**src/design/assert_macros.svh**
```systemverilog
// Assertion macros used by the top-level RTL file of the buddy tree allocator.
`ifndef ASSERT_MACROS_SVH
`define ASSERT_MACROS_SVH

`ifndef ASSERT_OFF

// Clocked check that is switched off while reset is high.
`define ASSERT_CHK(label, clk, rst, prop, msg) \
  label: assert property (@(posedge clk) disable iff (rst) prop) else $error(msg);

// Clocked check that also holds while reset is high.
`define ASSERT_CHK_ALWAYS(label, clk, prop, msg) \
  label: assert property (@(posedge clk) prop) else $error(msg);

`else

`define ASSERT_CHK(label, clk, rst, prop, msg)

`define ASSERT_CHK_ALWAYS(label, clk, prop, msg)

`endif

`endif

```
**src/design/bta_pkg.sv**
```systemverilog
// Shared constants, control word types and the microprogram of the buddy tree allocator.
`timescale 1ns / 1ps
`default_nettype none

package bta_pkg;

  localparam int TOTAL_UNITS_DEF = 64;
  localparam int LAYER_COUNT_DEF = 7;

  localparam int NODE_W  = 64;
  localparam int ADDR_W  = 6;
  localparam int LAYER_W = 3;
  localparam int SIZE_W  = 8;
  localparam int STEP_W  = 5;
  localparam int OP_W    = 4;
  localparam int COND_W  = 3;

  // Datapath operations.
  localparam logic [OP_W-1:0] OP_NOP     = 4'd0;
  localparam logic [OP_W-1:0] OP_SIZE    = 4'd1;
  localparam logic [OP_W-1:0] OP_FIND    = 4'd2;
  localparam logic [OP_W-1:0] OP_TAKE    = 4'd3;
  localparam logic [OP_W-1:0] OP_UP      = 4'd4;
  localparam logic [OP_W-1:0] OP_CLR     = 4'd5;
  localparam logic [OP_W-1:0] OP_RESTORE = 4'd6;
  localparam logic [OP_W-1:0] OP_DOWN    = 4'd7;
  localparam logic [OP_W-1:0] OP_RECORD  = 4'd8;
  localparam logic [OP_W-1:0] OP_EMIT    = 4'd9;
  localparam logic [OP_W-1:0] OP_LOOKUP  = 4'd10;
  localparam logic [OP_W-1:0] OP_SET     = 4'd11;
  localparam logic [OP_W-1:0] OP_CHECK   = 4'd12;
  localparam logic [OP_W-1:0] OP_MERGE   = 4'd13;

  // Jump conditions.
  localparam logic [COND_W-1:0] C_NONE   = 3'd0;
  localparam logic [COND_W-1:0] C_ALWAYS = 3'd1;
  localparam logic [COND_W-1:0] C_FAIL   = 3'd2;
  localparam logic [COND_W-1:0] C_FREE   = 3'd3;
  localparam logic [COND_W-1:0] C_TOP    = 3'd4;
  localparam logic [COND_W-1:0] C_BOTTOM = 3'd5;

  // Program addresses.
  localparam logic [STEP_W-1:0] ST_SIZE      = 5'd0;
  localparam logic [STEP_W-1:0] ST_FIND      = 5'd1;
  localparam logic [STEP_W-1:0] ST_TAKE      = 5'd2;
  localparam logic [STEP_W-1:0] ST_A_UP      = 5'd3;
  localparam logic [STEP_W-1:0] ST_A_UPCLR   = 5'd4;
  localparam logic [STEP_W-1:0] ST_A_REST    = 5'd5;
  localparam logic [STEP_W-1:0] ST_A_DOWN    = 5'd6;
  localparam logic [STEP_W-1:0] ST_A_DNCLR   = 5'd7;
  localparam logic [STEP_W-1:0] ST_RECORD    = 5'd8;
  localparam logic [STEP_W-1:0] ST_EMIT      = 5'd9;
  localparam logic [STEP_W-1:0] ST_LOOKUP    = 5'd10;
  localparam logic [STEP_W-1:0] ST_F_REST    = 5'd11;
  localparam logic [STEP_W-1:0] ST_F_SET     = 5'd12;
  localparam logic [STEP_W-1:0] ST_F_DOWN    = 5'd13;
  localparam logic [STEP_W-1:0] ST_F_DNSET   = 5'd14;
  localparam logic [STEP_W-1:0] ST_F_REST2   = 5'd15;
  localparam logic [STEP_W-1:0] ST_F_CHECK   = 5'd16;
  localparam logic [STEP_W-1:0] ST_F_MERGE   = 5'd17;
  localparam logic [STEP_W-1:0] ST_DONE      = 5'd18;

  typedef struct packed {
    logic [OP_W-1:0]   op;
    logic [COND_W-1:0] cond;
    logic [STEP_W-1:0] target;
    logic              last;
  } ctrl_t;

  typedef struct packed {
    logic fail;
    logic free;
    logic top;
    logic bottom;
  } cond_t;

  function automatic ctrl_t cw(input logic [OP_W-1:0] op, input logic [COND_W-1:0] cond,
                               input logic [STEP_W-1:0] target, input logic last);
    ctrl_t c;
    c.op     = op;
    c.cond   = cond;
    c.target = target;
    c.last   = last;
    return c;
  endfunction

  // The control store: one word per step.
  function automatic ctrl_t ucode(input logic [STEP_W-1:0] step);
    ctrl_t c;
    case (step)
      ST_SIZE:    c = cw(OP_SIZE,    C_FREE,   ST_LOOKUP,  1'b0);
      ST_FIND:    c = cw(OP_FIND,    C_FAIL,   ST_EMIT,    1'b0);
      ST_TAKE:    c = cw(OP_TAKE,    C_FAIL,   ST_EMIT,    1'b0);
      ST_A_UP:    c = cw(OP_UP,      C_TOP,    ST_A_REST,  1'b0);
      ST_A_UPCLR: c = cw(OP_CLR,     C_ALWAYS, ST_A_UP,    1'b0);
      ST_A_REST:  c = cw(OP_RESTORE, C_NONE,   ST_SIZE,    1'b0);
      ST_A_DOWN:  c = cw(OP_DOWN,    C_BOTTOM, ST_RECORD,  1'b0);
      ST_A_DNCLR: c = cw(OP_CLR,     C_ALWAYS, ST_A_DOWN,  1'b0);
      ST_RECORD:  c = cw(OP_RECORD,  C_NONE,   ST_SIZE,    1'b0);
      ST_EMIT:    c = cw(OP_EMIT,    C_NONE,   ST_SIZE,    1'b1);
      ST_LOOKUP:  c = cw(OP_LOOKUP,  C_NONE,   ST_SIZE,    1'b0);
      ST_F_REST:  c = cw(OP_RESTORE, C_FAIL,   ST_DONE,    1'b0);
      ST_F_SET:   c = cw(OP_SET,     C_NONE,   ST_SIZE,    1'b0);
      ST_F_DOWN:  c = cw(OP_DOWN,    C_BOTTOM, ST_F_REST2, 1'b0);
      ST_F_DNSET: c = cw(OP_SET,     C_ALWAYS, ST_F_DOWN,  1'b0);
      ST_F_REST2: c = cw(OP_RESTORE, C_NONE,   ST_SIZE,    1'b0);
      ST_F_CHECK: c = cw(OP_CHECK,   C_TOP,    ST_DONE,    1'b0);
      ST_F_MERGE: c = cw(OP_MERGE,   C_ALWAYS, ST_F_CHECK, 1'b0);
      ST_DONE:    c = cw(OP_NOP,     C_NONE,   ST_SIZE,    1'b1);
      default:    c = cw(OP_NOP,     C_NONE,   ST_SIZE,    1'b1);
    endcase
    return c;
  endfunction

endpackage

`default_nettype wire

```
**src/design/buddy_tree_allocator.sv**
```systemverilog
// Top level of the buddy tree allocator: request port, tree datapath and result register.
`timescale 1ns / 1ps
`default_nettype none
`include "assert_macros.svh"

// Buddy allocator over TOTAL_UNITS units kept as LAYER_COUNT layers of free bits;
// layer k holds one bit per aligned block of 2^(k-1) units, and a set bit means the
// whole block is free. An allocate request (kind 0) of request_size units picks the
// layer that fits the size rounded up to a power of two, takes its lowest free node,
// clears that node together with every ancestor and descendant, records the layer
// for the start address, and returns one result transfer carrying block_address.
// A size of zero, a size above TOTAL_UNITS or a full layer returns alloc_failed with
// block_address zero and leaves the tree as it was. A free request (kind 1) produces
// no result transfer: it looks up the layer recorded for free_address, sets that node
// and its descendants, and then walks upward setting each parent whose two children
// are free. Freeing an address that was never handed out is not supported. Requests
// are handled one at a time by a small microprogram that visits one tree layer per
// step or per pair of steps; a new request is taken only once the program of the
// last one has ended. An allocate with an invalid size jumps from its find step
// straight to its result step, one that finds its layer full jumps there from its
// take step, and a free of an address without a valid record jumps from its
// restore step to the done step. A result waits in its own output register, so a
// stalled result only holds the block when the following allocate reaches its
// final step.
module buddy_tree_allocator #(
  parameter int TOTAL_UNITS = bta_pkg::TOTAL_UNITS_DEF,
  parameter int LAYER_COUNT = bta_pkg::LAYER_COUNT_DEF
) (
  input  wire logic                        clk,
  input  wire logic                        rst,
  input  wire logic                        in_valid,
  output logic                             in_stall,
  input  wire logic                        kind,
  input  wire logic [bta_pkg::SIZE_W-1:0]  request_size,
  input  wire logic [bta_pkg::ADDR_W-1:0]  free_address,
  output logic                             out_valid,
  input  wire logic                        out_stall,
  output logic [bta_pkg::ADDR_W-1:0]       block_address,
  output logic                             alloc_failed
);

  localparam int NODE_W  = bta_pkg::NODE_W;
  localparam int ADDR_W  = bta_pkg::ADDR_W;
  localparam int LAYER_W = bta_pkg::LAYER_W;
  localparam int SIZE_W  = bta_pkg::SIZE_W;
  localparam int LIDX_W  = (LAYER_COUNT > 1) ? $clog2(LAYER_COUNT) : 1;
  localparam int ADDRS   = 1 << ADDR_W;

  // Mask of the nodes that exist in layer k (1 based); layer 0 has none.
  function automatic logic [NODE_W-1:0] layer_mask(input logic [LAYER_W-1:0] k);
    logic [6:0]        w;
    logic [NODE_W-1:0] m;
    w = 7'(TOTAL_UNITS) >> (k - 3'd1);
    if (k == '0) begin
      m = '0;
    end else if (w[6]) begin
      m = '1;
    end else begin
      m = (NODE_W'(1) << w[5:0]) - NODE_W'(1);
    end
    return m;
  endfunction

  // Sequencer interface.
  bta_pkg::ctrl_t ctrl;
  bta_pkg::cond_t cond;
  logic           busy;
  logic           hold;
  logic           run;
  logic           accept;

  // Latched request.
  logic              kind_q;
  logic [SIZE_W-1:0] size_q;
  logic [ADDR_W-1:0] faddr_q;

  // Datapath registers.
  logic [LAYER_W-1:0] lyr;
  logic [LAYER_W-1:0] blayer;
  logic [ADDR_W-1:0]  node;
  logic [ADDR_W-1:0]  addr;
  logic [NODE_W-1:0]  span;
  logic               fail;
  logic               merge;

  // Tree state and per-address layer record.
  logic [NODE_W-1:0]  fl [LAYER_COUNT];
  logic [LAYER_W-1:0] bl [ADDRS];
  logic [LAYER_W-1:0] bl_rd;

  // Combinational datapath.
  logic               lyr_ok;
  logic [LIDX_W-1:0]  lidx;
  logic [NODE_W-1:0]  cur;
  logic [NODE_W-1:0]  mask_cur;
  logic [NODE_W-1:0]  bits;
  logic [NODE_W-1:0]  low;
  logic [ADDR_W-1:0]  enc;
  logic [NODE_W-1:0]  span_up;
  logic [NODE_W-1:0]  span_down;
  logic [NODE_W-1:0]  pair_and;
  logic [SIZE_W-1:0]  szm1;
  logic [3:0]         ceil_lg;
  logic [3:0]         size_layer;
  logic               size_bad;
  logic               lk_bad;
  logic               fl_we;
  logic [NODE_W-1:0]  fl_wdata;

  // The block takes a request only between programs.
  assign in_stall = busy;
  assign accept   = in_valid && !busy;

  // The final allocate step waits while the previous result is still held by the consumer.
  assign hold = (ctrl.op == bta_pkg::OP_EMIT) && out_valid && out_stall;
  assign run  = busy && !hold;

  assign cond.fail   = fail;
  assign cond.free   = kind_q;
  assign cond.top    = (lyr == LAYER_W'(LAYER_COUNT));
  assign cond.bottom = (lyr == LAYER_W'(1));

  bta_seq u_seq (
    .clk   (clk),
    .rst   (rst),
    .start (accept),
    .hold  (hold),
    .cond  (cond),
    .busy  (busy),
    .ctrl  (ctrl)
  );

  always_ff @(posedge clk) begin
    if (accept) begin
      kind_q  <= kind;
      size_q  <= request_size;
      faddr_q <= free_address;
    end
  end

  // Current layer read port: one layer is visited per step.
  always_comb begin
    lyr_ok   = (lyr != '0) && (lyr <= LAYER_W'(LAYER_COUNT));
    lidx     = LIDX_W'(lyr - 3'd1);
    cur      = lyr_ok ? fl[lidx] : '0;
    mask_cur = layer_mask(lyr);
    bits     = cur & mask_cur;
    low      = bits & (~bits + NODE_W'(1));
  end

  // Index of the one-hot span.
  always_comb begin
    enc = '0;
    for (int i = 0; i < NODE_W; i++) begin
      if (span[i]) begin
        enc = enc | ADDR_W'(i);
      end
    end
  end

  // Moving one layer up folds node pairs together; moving down splits each node in two.
  always_comb begin
    span_up  = '0;
    pair_and = '0;
    for (int i = 0; i < NODE_W / 2; i++) begin
      span_up[i]  = span[2*i] | span[2*i+1];
      pair_and[i] = cur[2*i] & cur[2*i+1];
    end
    for (int i = 0; i < NODE_W; i++) begin
      span_down[i] = span[i >> 1];
    end
  end

  // Layer that fits the request size rounded up to a power of two.
  always_comb begin
    szm1    = size_q - SIZE_W'(1);
    ceil_lg = '0;
    for (int i = 0; i < SIZE_W; i++) begin
      if (szm1[i]) begin
        ceil_lg = 4'(i + 1);
      end
    end
    size_layer = (size_q <= SIZE_W'(1)) ? 4'd1 : ceil_lg + 4'd1;
    size_bad   = (size_q == '0) || (size_q > SIZE_W'(TOTAL_UNITS)) ||
                 (size_layer > 4'(LAYER_COUNT));
    lk_bad     = (bl_rd == '0) || (bl_rd > LAYER_W'(LAYER_COUNT));
  end

  // Write port of the layer store.
  always_comb begin
    fl_we    = 1'b0;
    fl_wdata = cur;
    if (ctrl.op inside {bta_pkg::OP_CLR, bta_pkg::OP_TAKE}) begin
      fl_we    = lyr_ok;
      fl_wdata = cur & ~span;
    end else if (ctrl.op == bta_pkg::OP_SET) begin
      fl_we    = lyr_ok;
      fl_wdata = cur | (span & mask_cur);
    end else if (ctrl.op == bta_pkg::OP_MERGE) begin
      fl_we    = lyr_ok && merge;
      fl_wdata = cur | (span & mask_cur);
    end
  end

  always_ff @(posedge clk) begin
    if (rst) begin
      for (int i = 0; i < LAYER_COUNT; i++) begin
        fl[i] <= layer_mask(LAYER_W'(i + 1));
      end
    end else if (run && fl_we) begin
      fl[lidx] <= fl_wdata;
    end
  end

  // Layer record, read every cycle at the latched free address.
  always_ff @(posedge clk) begin
    if (run && (ctrl.op == bta_pkg::OP_RECORD)) begin
      bl[addr] <= blayer;
    end
    bl_rd <= bl[faddr_q];
  end

  // Datapath operations selected by the control word.
  always_ff @(posedge clk) begin
    if (run) begin
      case (ctrl.op)
        bta_pkg::OP_SIZE: begin
          lyr    <= size_layer[LAYER_W-1:0];
          blayer <= size_layer[LAYER_W-1:0];
          fail   <= size_bad;
          addr   <= '0;
        end
        bta_pkg::OP_FIND: begin
          span <= low;
          if (bits == '0) begin
            fail <= 1'b1;
          end
        end
        bta_pkg::OP_TAKE: begin
          node <= enc;
          addr <= enc << (lyr - 3'd1);
        end
        bta_pkg::OP_UP: begin
          span <= span_up;
          lyr  <= lyr + 3'd1;
        end
        bta_pkg::OP_RESTORE: begin
          span <= NODE_W'(1) << node;
          lyr  <= blayer;
        end
        bta_pkg::OP_DOWN: begin
          span <= span_down;
          lyr  <= lyr - 3'd1;
        end
        bta_pkg::OP_LOOKUP: begin
          lyr    <= bl_rd;
          blayer <= bl_rd;
          node   <= faddr_q >> (bl_rd - 3'd1);
          fail   <= lk_bad;
        end
        bta_pkg::OP_CHECK: begin
          merge <= |(pair_and & span_up);
          span  <= span_up;
          lyr   <= lyr + 3'd1;
        end
        default: begin
        end
      endcase
    end
  end

  // Result register: loaded by the final allocate step, emptied by a transfer.
  always_ff @(posedge clk) begin
    if (rst) begin
      out_valid <= 1'b0;
    end else if (run && (ctrl.op == bta_pkg::OP_EMIT)) begin
      out_valid <= 1'b1;
    end else if (out_valid && !out_stall) begin
      out_valid <= 1'b0;
    end
  end

  always_ff @(posedge clk) begin
    if (run && (ctrl.op == bta_pkg::OP_EMIT)) begin
      block_address <= addr;
      alloc_failed  <= fail;
    end
  end

  `ASSERT_CHK_ALWAYS(a_reset_idle, clk, rst |=> (!busy && !out_valid), "not idle after reset")
  `ASSERT_CHK(a_emit_loads, clk, rst, (run && ctrl.op == bta_pkg::OP_EMIT) |=> out_valid, "result lost")
  `ASSERT_CHK(a_fail_zero, clk, rst, (out_valid && alloc_failed) |-> (block_address == '0), "failed result with address")
  `ASSERT_CHK(a_end_on_last, clk, rst, $fell(busy) |-> $past(ctrl.last), "program left early")
  `ASSERT_CHK(a_layer1_range, clk, rst, (fl[0] & ~layer_mask(3'd1)) == '0, "node beyond layer width")

endmodule

`default_nettype wire

```
**src/design/bta_seq.sv**
```systemverilog
// Step counter and control store of the buddy tree allocator.
`timescale 1ns / 1ps
`default_nettype none

module bta_seq (
  input  wire logic           clk,
  input  wire logic           rst,
  input  wire logic           start,
  input  wire logic           hold,
  input  wire bta_pkg::cond_t cond,
  output logic                busy,
  output bta_pkg::ctrl_t      ctrl
);

  logic [bta_pkg::STEP_W-1:0] step;
  logic                       take_jump;

  assign ctrl = bta_pkg::ucode(step);

  always_comb begin
    case (ctrl.cond)
      bta_pkg::C_NONE:   take_jump = 1'b0;
      bta_pkg::C_ALWAYS: take_jump = 1'b1;
      bta_pkg::C_FAIL:   take_jump = cond.fail;
      bta_pkg::C_FREE:   take_jump = cond.free;
      bta_pkg::C_TOP:    take_jump = cond.top;
      bta_pkg::C_BOTTOM: take_jump = cond.bottom;
      default:           take_jump = 1'b0;
    endcase
  end

  always_ff @(posedge clk) begin
    if (rst) begin
      busy <= 1'b0;
      step <= bta_pkg::ST_SIZE;
    end else if (!busy) begin
      if (start) begin
        busy <= 1'b1;
        step <= bta_pkg::ST_SIZE;
      end
    end else if (!hold) begin
      if (ctrl.last) begin
        busy <= 1'b0;
      end else if (take_jump) begin
        step <= ctrl.target;
      end else begin
        step <= step + 1'b1;
      end
    end
  end

endmodule

`default_nettype wire
```
**config.mk**
```make
export PLATFORM = sky130hd
export DESIGN_NAME = buddy_tree_allocator
export DESIGN_NICKNAME = d
export VERILOG_FILES = /design/src/design/bta_pkg.sv /design/src/design/buddy_tree_allocator.sv /design/src/design/bta_seq.sv
export VERILOG_INCLUDE_DIRS = /design/src /design/src/design
export SDC_FILE = /design/constraint.sdc
export NUM_CORES = 1
export LEC_CHECK = 0
export BUFFER_PORTS_ARGS = -buffer_cell sky130_fd_sc_hd__buf_2
export CORE_ASPECT_RATIO = 0.9
export CORE_MARGIN = 4
export CORE_UTILIZATION = 42
export CTS_CLUSTER_SIZE = 25
export DETAILED_ROUTE_END_ITERATION = 8
export PLACE_DENSITY = 0.56
export SLEW_MARGIN = 10
export SYNTH_ARGS = -nofsm -noshare
export SYNTH_HDL_FRONTEND = slang
export SYNTH_SLANG_ARGS = --single-unit
export TNS_END_PERCENT = 10
```
**constraint.sdc**
```tcl
create_clock -name clk -period 11.85 [get_ports clk]
set_input_delay 2.37 -clock clk [delete_from_list [all_inputs] [get_ports clk]]
set_output_delay 2.37 -clock clk [all_outputs]
set_load 0.03 [all_outputs]
```
# --- Word-level counts from Yosys, hierarchy flattened ---
# Memories as Yosys holds them, arrays and structs flattened. A register that Yosys moved wholly into a read port is not among the register bits.
# Cells that the tools add are included.
word_totals:
  memories: 3
  regBits: 113
  ramBits: 640
  romBits: 416
mem_list:
  columns: ["memory", "depth", "width", "read_ports", "rd_clocked_by_memory_dff", "write_ports", "line", "rtl"]
  rows:
  - ["fl", 7, 64, 1, 0, 7, "buddy_tree_allocator.sv:87", "logic [NODE_W-1:0] fl [LAYER_COUNT];"]
  - ["(name not given)", 32, 13, 1, 1, 0, "bta_pkg.sv:90", "case (step)"]
  - ["bl", 64, 3, 1, 1, 1, "buddy_tree_allocator.sv:88", "logic [LAYER_W-1:0] bl [ADDRS];"]
classes:
  magnitude_cmp: 5
  shifts: 5
  n_reduce_logical: 36
  mux: 166
  n_eq_ne: 32
  n_bitwise: 72
  add_sub_neg: 8
ops:
  columns: ["cell", "n"]
  rows:
  - ["$mux 64", 26]
  - ["$and 64x64->64", 4]
  - ["$pmux 64 s4", 1]
  - ["$mux 6", 34]
  - ["$mux 5", 35]
  - ["$not 64->64", 2]
  - ["$reduce_or 64->1", 2]
  - ["$shl 1x6->64 const A", 2]
  - ["$add 64x1->64 const B", 1]
  - ["$logic_not 64->1", 1]
  - ["$mux 4", 16]
  - ["$or 64x64->64", 1]
  - ["$sub 64x2->64 const B", 1]
  - ["$mux 1", 39]
  - ["$and 1x1->1", 32]
  - ["$and 32x32->32", 1]
  - ["$or 1x1->1", 32]
  - ["$eq 4x4->1 const B", 6]
  - ["$pmux 6 s2", 2]
  - ["$mux 3", 7]
  - ["$eq 4x3->1 const B", 4]
  - ["$pmux 3 s5", 1]
  - ["$reduce_and 2->1", 6]
  - ["$logic_and 1x1->1", 10]
  - ["38 further kinds", 58]

# --- Logic depth before layout (Yosys ltp) ---
logic_depth:
  ltp_word: 66
  mapped_depth: 27
  ltp_nobuf: 15

# --- Modules after synthesis ---
# From an unflattened synthesis, not the netlist that was laid out.
hier_totals:
  cells_unflattened: 3275
  hier_area_um2: 40418.8
by_module_without_submodules:
  columns: ["mod", "area_each_um2", "seq_area_each_um2", "n_inst", "cells_each"]
  rows:
  - ["buddy_tree_allocator", 39163.8, 23762.8, 1, 3120]
  - ["bta_seq", 1255.0, 380.4, 1, 155]

# --- Worst setup path after synthesis ---
# OpenSTA, ideal clock, no wires.
synth_timing:
  kind: "register -> register"
  start: "register lyr[0]"
  end: "memory fl[0][0], enable pin"
  setup_time_ns: 0.574
  arrival_ns: 8.559
  synth_period_minus_slack_ns: 9.134
  path_slack_ns: 2.716
  t_required_ns: 11.276
  n_path_buf: 13
  path_stages_with_launch: 20
  cell_sequence: "edfxtp_1 -> buf_6 -> buf_6 -> buf_6 -> buf_6 -> buf_6 -> buf_2 -> buf_2 -> clkinv_1 -> ha_1 -> ha_1 -> buf_4 -> clkinv_1 -> buf_1 -> buf_1 -> clkbuf_1 -> nand2_1 -> clkbuf_1 -> clkbuf_1 -> o21ai_0"
synth_rtl:
  columns: ["item", "line", "rtl"]
  rows:
  - ["from (decl)", "buddy_tree_allocator.sv:78", "logic [LAYER_W-1:0] lyr;"]
  - ["from (signal assigned)", "buddy_tree_allocator.sv:228", "lyr <= size_layer[LAYER_W-1:0];"]
  - ["from (signal assigned)", "buddy_tree_allocator.sv:245", "lyr <= lyr + 3'd1;"]
  - ["from (signal assigned)", "buddy_tree_allocator.sv:249", "lyr <= blayer;"]
  - ["to (decl)", "buddy_tree_allocator.sv:87", null]

# --- Final worst setup path ---
layout_timing:
  start: "register lyr[0]"
  end: "register span[48] (data pin)"
layout_via:
  elab_chain_len: 13
  elab_cells_between_ends: 19
layout_lines:
  columns: ["item", "line", "rtl"]
  rows:
  - ["$sub 3x1->3", "buddy_tree_allocator.sv:53, buddy_tree_allocator.sv:144", null]
  - ["$shr 7x3->7", "buddy_tree_allocator.sv:53", "w = 7'(TOTAL_UNITS) >> (k - 3'd1);"]
  - ["$shl 1x6->64", "buddy_tree_allocator.sv:59", "m = (NODE_W'(1) << w[5:0]) - NODE_W'(1);"]
  - ["$sub 64x2->64", "buddy_tree_allocator.sv:59", null]
  - ["$mux 64", "buddy_tree_allocator.sv:56", "end else if (w[6]) begin"]
  - ["$mux 64 (2 in a row)", "buddy_tree_allocator.sv:54", "if (k == '0) begin"]
  - ["$and 64x64->64 (*)", "buddy_tree_allocator.sv:147", "bits = cur & mask_cur;"]
  - ["$not 64->64", "buddy_tree_allocator.sv:148", "low = bits & (~bits + NODE_W'(1));"]
  - ["$add 64x1->64", "buddy_tree_allocator.sv:148", null]
  - ["$and 64x64->64 (*)", "buddy_tree_allocator.sv:148", null]
  - ["$pmux 64 s4 (*)", "buddy_tree_allocator.sv:226", "case (ctrl.op)"]
  - ["$mux 64 (*)", "buddy_tree_allocator.sv:225", "if (run) begin"]
  - ["to (signal assigned)", "buddy_tree_allocator.sv:234", "span <= low;"]
  - ["to (signal assigned)", "buddy_tree_allocator.sv:244", "span <= span_up;"]
  - ["to (signal assigned)", "buddy_tree_allocator.sv:248", "span <= NODE_W'(1) << node;"]
  - ["to (decl)", "buddy_tree_allocator.sv:82", "logic [NODE_W-1:0] span;"]
# Mark *: on every way between the ends. The rest lies on a longest branch, timed or not. The select of a mux whose other input is x is not followed.
# A chain may end at the register's enable or synchronous reset.

==> metrics.csv <==
metric;value;unit
Sw Pwr;2.18;mW
Hold Path Depth;2;
via count;28300;
Sw Share;29.3;%
Leak Pwr;14.6;nW
Post-Route WL;140;mm
cts hold-fix bufs;0;
Mapped Area;40300;µm²
CP top delay family;simple AND/OR/NAND/NOR gates;
Post-CTS Setup Inserts;0;
r2r setup slk;5.26;ns
Main synth FF type;edfxtp_1;
nets;3291;
Slew headroom;16.9;%
Starting Density;42.4;%
Net Count, Synth;3313;
Crit. End Element;flop;
WP data arrival;7.09;ns
# DRC;0;
Yosys warnings;0;
total clock sinks;833;
Final Cycle Share;55.6;%
combinational share of power;17.5;%
clock latency at the later pin of the worst-skew pair;0.69;ns
r2r worst-path depth;13;
Internal;5.26;mW
die area;101000;µm²
CP max stage delay;1.06;ns
CTS Buf Count;90;
TritonRoute pass-1 iters;9;
WP data required;12.34;ns
total grt overflow;0;
CP startpoint kind;flop;
Core Region;94900;µm²
Final setup viols;0;
floorplan die width;334;µm
I/O Buffers;27;
Initial DRC Count;3296;
Pins Over Slew Limit;0;
Mean Syn Cell Area;12.3;µm²
hold path endpoint;fl[6][13];
Hold Path Class;flop to flop;
Hold Crit Start;fl[6][13];
TritonCTS clock tree;built;
final cell count without fillers;4582;
Worst setup startpoint;lyr[0];
global-route wire length before repair;200;mm
post-cts sizing count;0;
FP Rows;107;
fin crit period;6.59;ns
Placer Congestion;1.02;
vias in the first global route;28100;
commonest non-fill, non-tap cell in the layout;edfxtp_1;
number of synthesized register bits;833;
share of layout cells above drive strength 1;14.6;%
Syn Inst Count;3272;
post-synth cell types;99;
kind of critical path;flop to flop;
reg2reg start;lyr[0];
Die Span Y;302;µm
Max-cap violations;0;
status;complete, no violations;
Pwr per Cell Area;166;nW/µm²
highest-count cells in the layout ignoring fill and taps;edfxtp_1, nor2_1, nand2_1, mux2i_1, mux4_2;
Critical-path top delay cell;nor4_4;
Peak VDD IR;145;µV
largest net degree at the start of global routing;83;
Setup Skew;0.0446;ns
most used cell along the critical path;buf_4;
Async SR Flop Fraction;0;%
Detailed Place HPWL;95.2;mm
synthesis-to-layout area growth;11.0;%
critical path cell sequence;clkinv_1 -> ha_1 -> ha_2 -> buf_4 -> buf_4 -> and2_1 -> a22oi_1 -> and3_1 -> a22o_4 -> or4_4 -> nor4_4 -> nand2_1 -> o31ai_2;
number of synthesized flops with an enable pin;746;
Root Buffer;clkbuf_16;
sequential share of power;44.4;%
Ports;28;
register area share after synthesis;60.0;%
htree depth;3;
clock buffer depth;3;
Clock Power Share;38.1;%
unrepaired setup endpoints after global routing;no;
wire length per cell;30.4;µm
Final Hold Vio Count;0;
Worst-Margin Slew;1.24;ns
CTS clk-pin slew, worst paths;0.07;ns
placed cells;4410;
initial antenna violation count;1;
GR Util All Layers;27.5;%
worst flop-to-flop path endpoint;span[48];
Antenna Nets Post-Route;0;
CP Buf/Inv Count;3;
vias per inst;6.17;
CP Max Fanout;55;
setup TNS;0;ns
Max Clock Freq;152;MHz
[through the flow]
| step | hold slack [ns] | worst slack [ns] | area (µm²) | total power, mW | utilization (%) |
|---|---|---|---|---|---|
| after floorplan | 0.424 | 2.72 | 40300 | 4.17 | - |
| after global routing | 0.466 | 4.90 | 44700 | 7.68 | 47.1 |
| after global placement | 0.439 | 5.09 | 41700 | 4.64 | 43.9 |
| after detailed placement | 0.446 | 4.95 | 41700 | 4.65 | 43.9 |
| after CTS | 0.454 | 5.40 | 44700 | 7.48 | 47.1 |
| final | 0.452 | 5.26 | 44700 | 7.44 | 47.1 |
[worst max-delay path by stage]
stage | slack, ns | end | cells past startpoint
2_1_floorplan | 2.72 | fl[0][0] | 19
5_1_grt | 4.90 | span[20] | 13
3_5_place_dp | 4.95 | fl[2][37] | 10
6_report | 5.26 | span[48] | 13
3_3_place_gp | 5.09 | fl[2][37] | 10
4_1_cts | 5.40 | span[47] | 13
[tightest hold or removal path: stages (launching register included)]
cell	delay (ns)
dfxtp_1	0.31
nand2_1	0.05
a21oi_1	0.05
[state kept, by name, indices dropped and copies added (netlist names), 3 cells and up]
| name | count |
|---|---|
| blayer | 3 |
| block_address | 6 |
| bl | 192 |
| bl_rd | 3 |
| u_seq.step | 5 |
| fl | 512 |
| node | 6 |
| size_q | 8 |
| u_seq.ctrl | 13 |
| lyr | 3 |
| addr | 6 |
| span | 64 |
| faddr_q | 6 |
[cell families (layout without fill, tap and decap cells)]
family / Yosys count / count (layout) / synth area share, %
XOR/XNOR: 8 / 8 / 0.174
AND/OR/NAND/NOR: 1272 / 1272 / 14.8
AO/OA/AOI/OAI: 535 / 535 / 9.50
other: 0 / 1 / 0
flip-flops: 833 / 833 / 60.0
adder cells (fa/ha/maj): 22 / 22 / 0.684
buffers and inverters: 318 / 374 / 3.50
multiplexers: 284 / 284 / 11.4
[synthesized netlist by cell type (10+ instances only)]
cell      count  share of area (%)
nand2b_1     54               0.84
o22ai_1      12               0.19
o31ai_1      23               0.43
nand3_1      70               0.87
a22oi_1      88                1.6
nor2_1      427                4.0
ha_1         22               0.68
nor3_1       54               0.67
a21o_1       10               0.19
a222oi_1     19               0.47
and3_1       26               0.40
or3_1        31               0.48
o21ai_0      74               0.92
or2_2        38               0.59
a221oi_1     14               0.30
mux4_2      138                7.7
a21oi_1     113                1.4
a32oi_1      16               0.35
nor3b_1      12               0.22
inv_1       100               0.93
clkbuf_1    132                1.2
a32o_1       10               0.25
buf_1        21               0.20
a31oi_1      16               0.25
dfxtp_1      87                4.3
buf_6        16               0.45
mux2i_1     138                3.4
a22o_1       21               0.46
and2_1       23               0.36
nand3b_1     10               0.19
o211ai_1     15               0.28
nand2_1     400                3.7
nor2b_1      36               0.56
nor4_1       23               0.36
nand4_1      20               0.31
buf_2        34               0.42
edfxtp_1    746                 56
[metal layers]
layer  wire [µm]  GRT usage, %  up-vias  share of wire, %
met2       66100          44.7     1329                47
met3       10400          4.53      241               7.4
met5           0             0        -                 0
met4        5060          9.55        0               3.6
met1       57900          37.6    14400                42
li1            -             -    12300                 -
[area by class of cell]
type                    count  area [µm²]
clock inverters            53         598
inverters                 104         390
fillers                  8375       50200
repair buffers            100         696
flip-flops and latches    833       24100
clock buffers             117        2410
diodes                      1        2.50
well taps                1253        1570
multi-input cells        2121       14900
[power by group through the flow]
stage,registers [mW],clock network [mW],logic [mW]
after floorplan,3.35,0,0.815
after global placement,3.36,0,1.28
after detailed placement,3.36,0,1.29
after CTS,3.30,2.89,1.29
after global routing,3.31,3.01,1.37
final,3.30,2.84,1.30
Power figures use the tool's default switching activity.
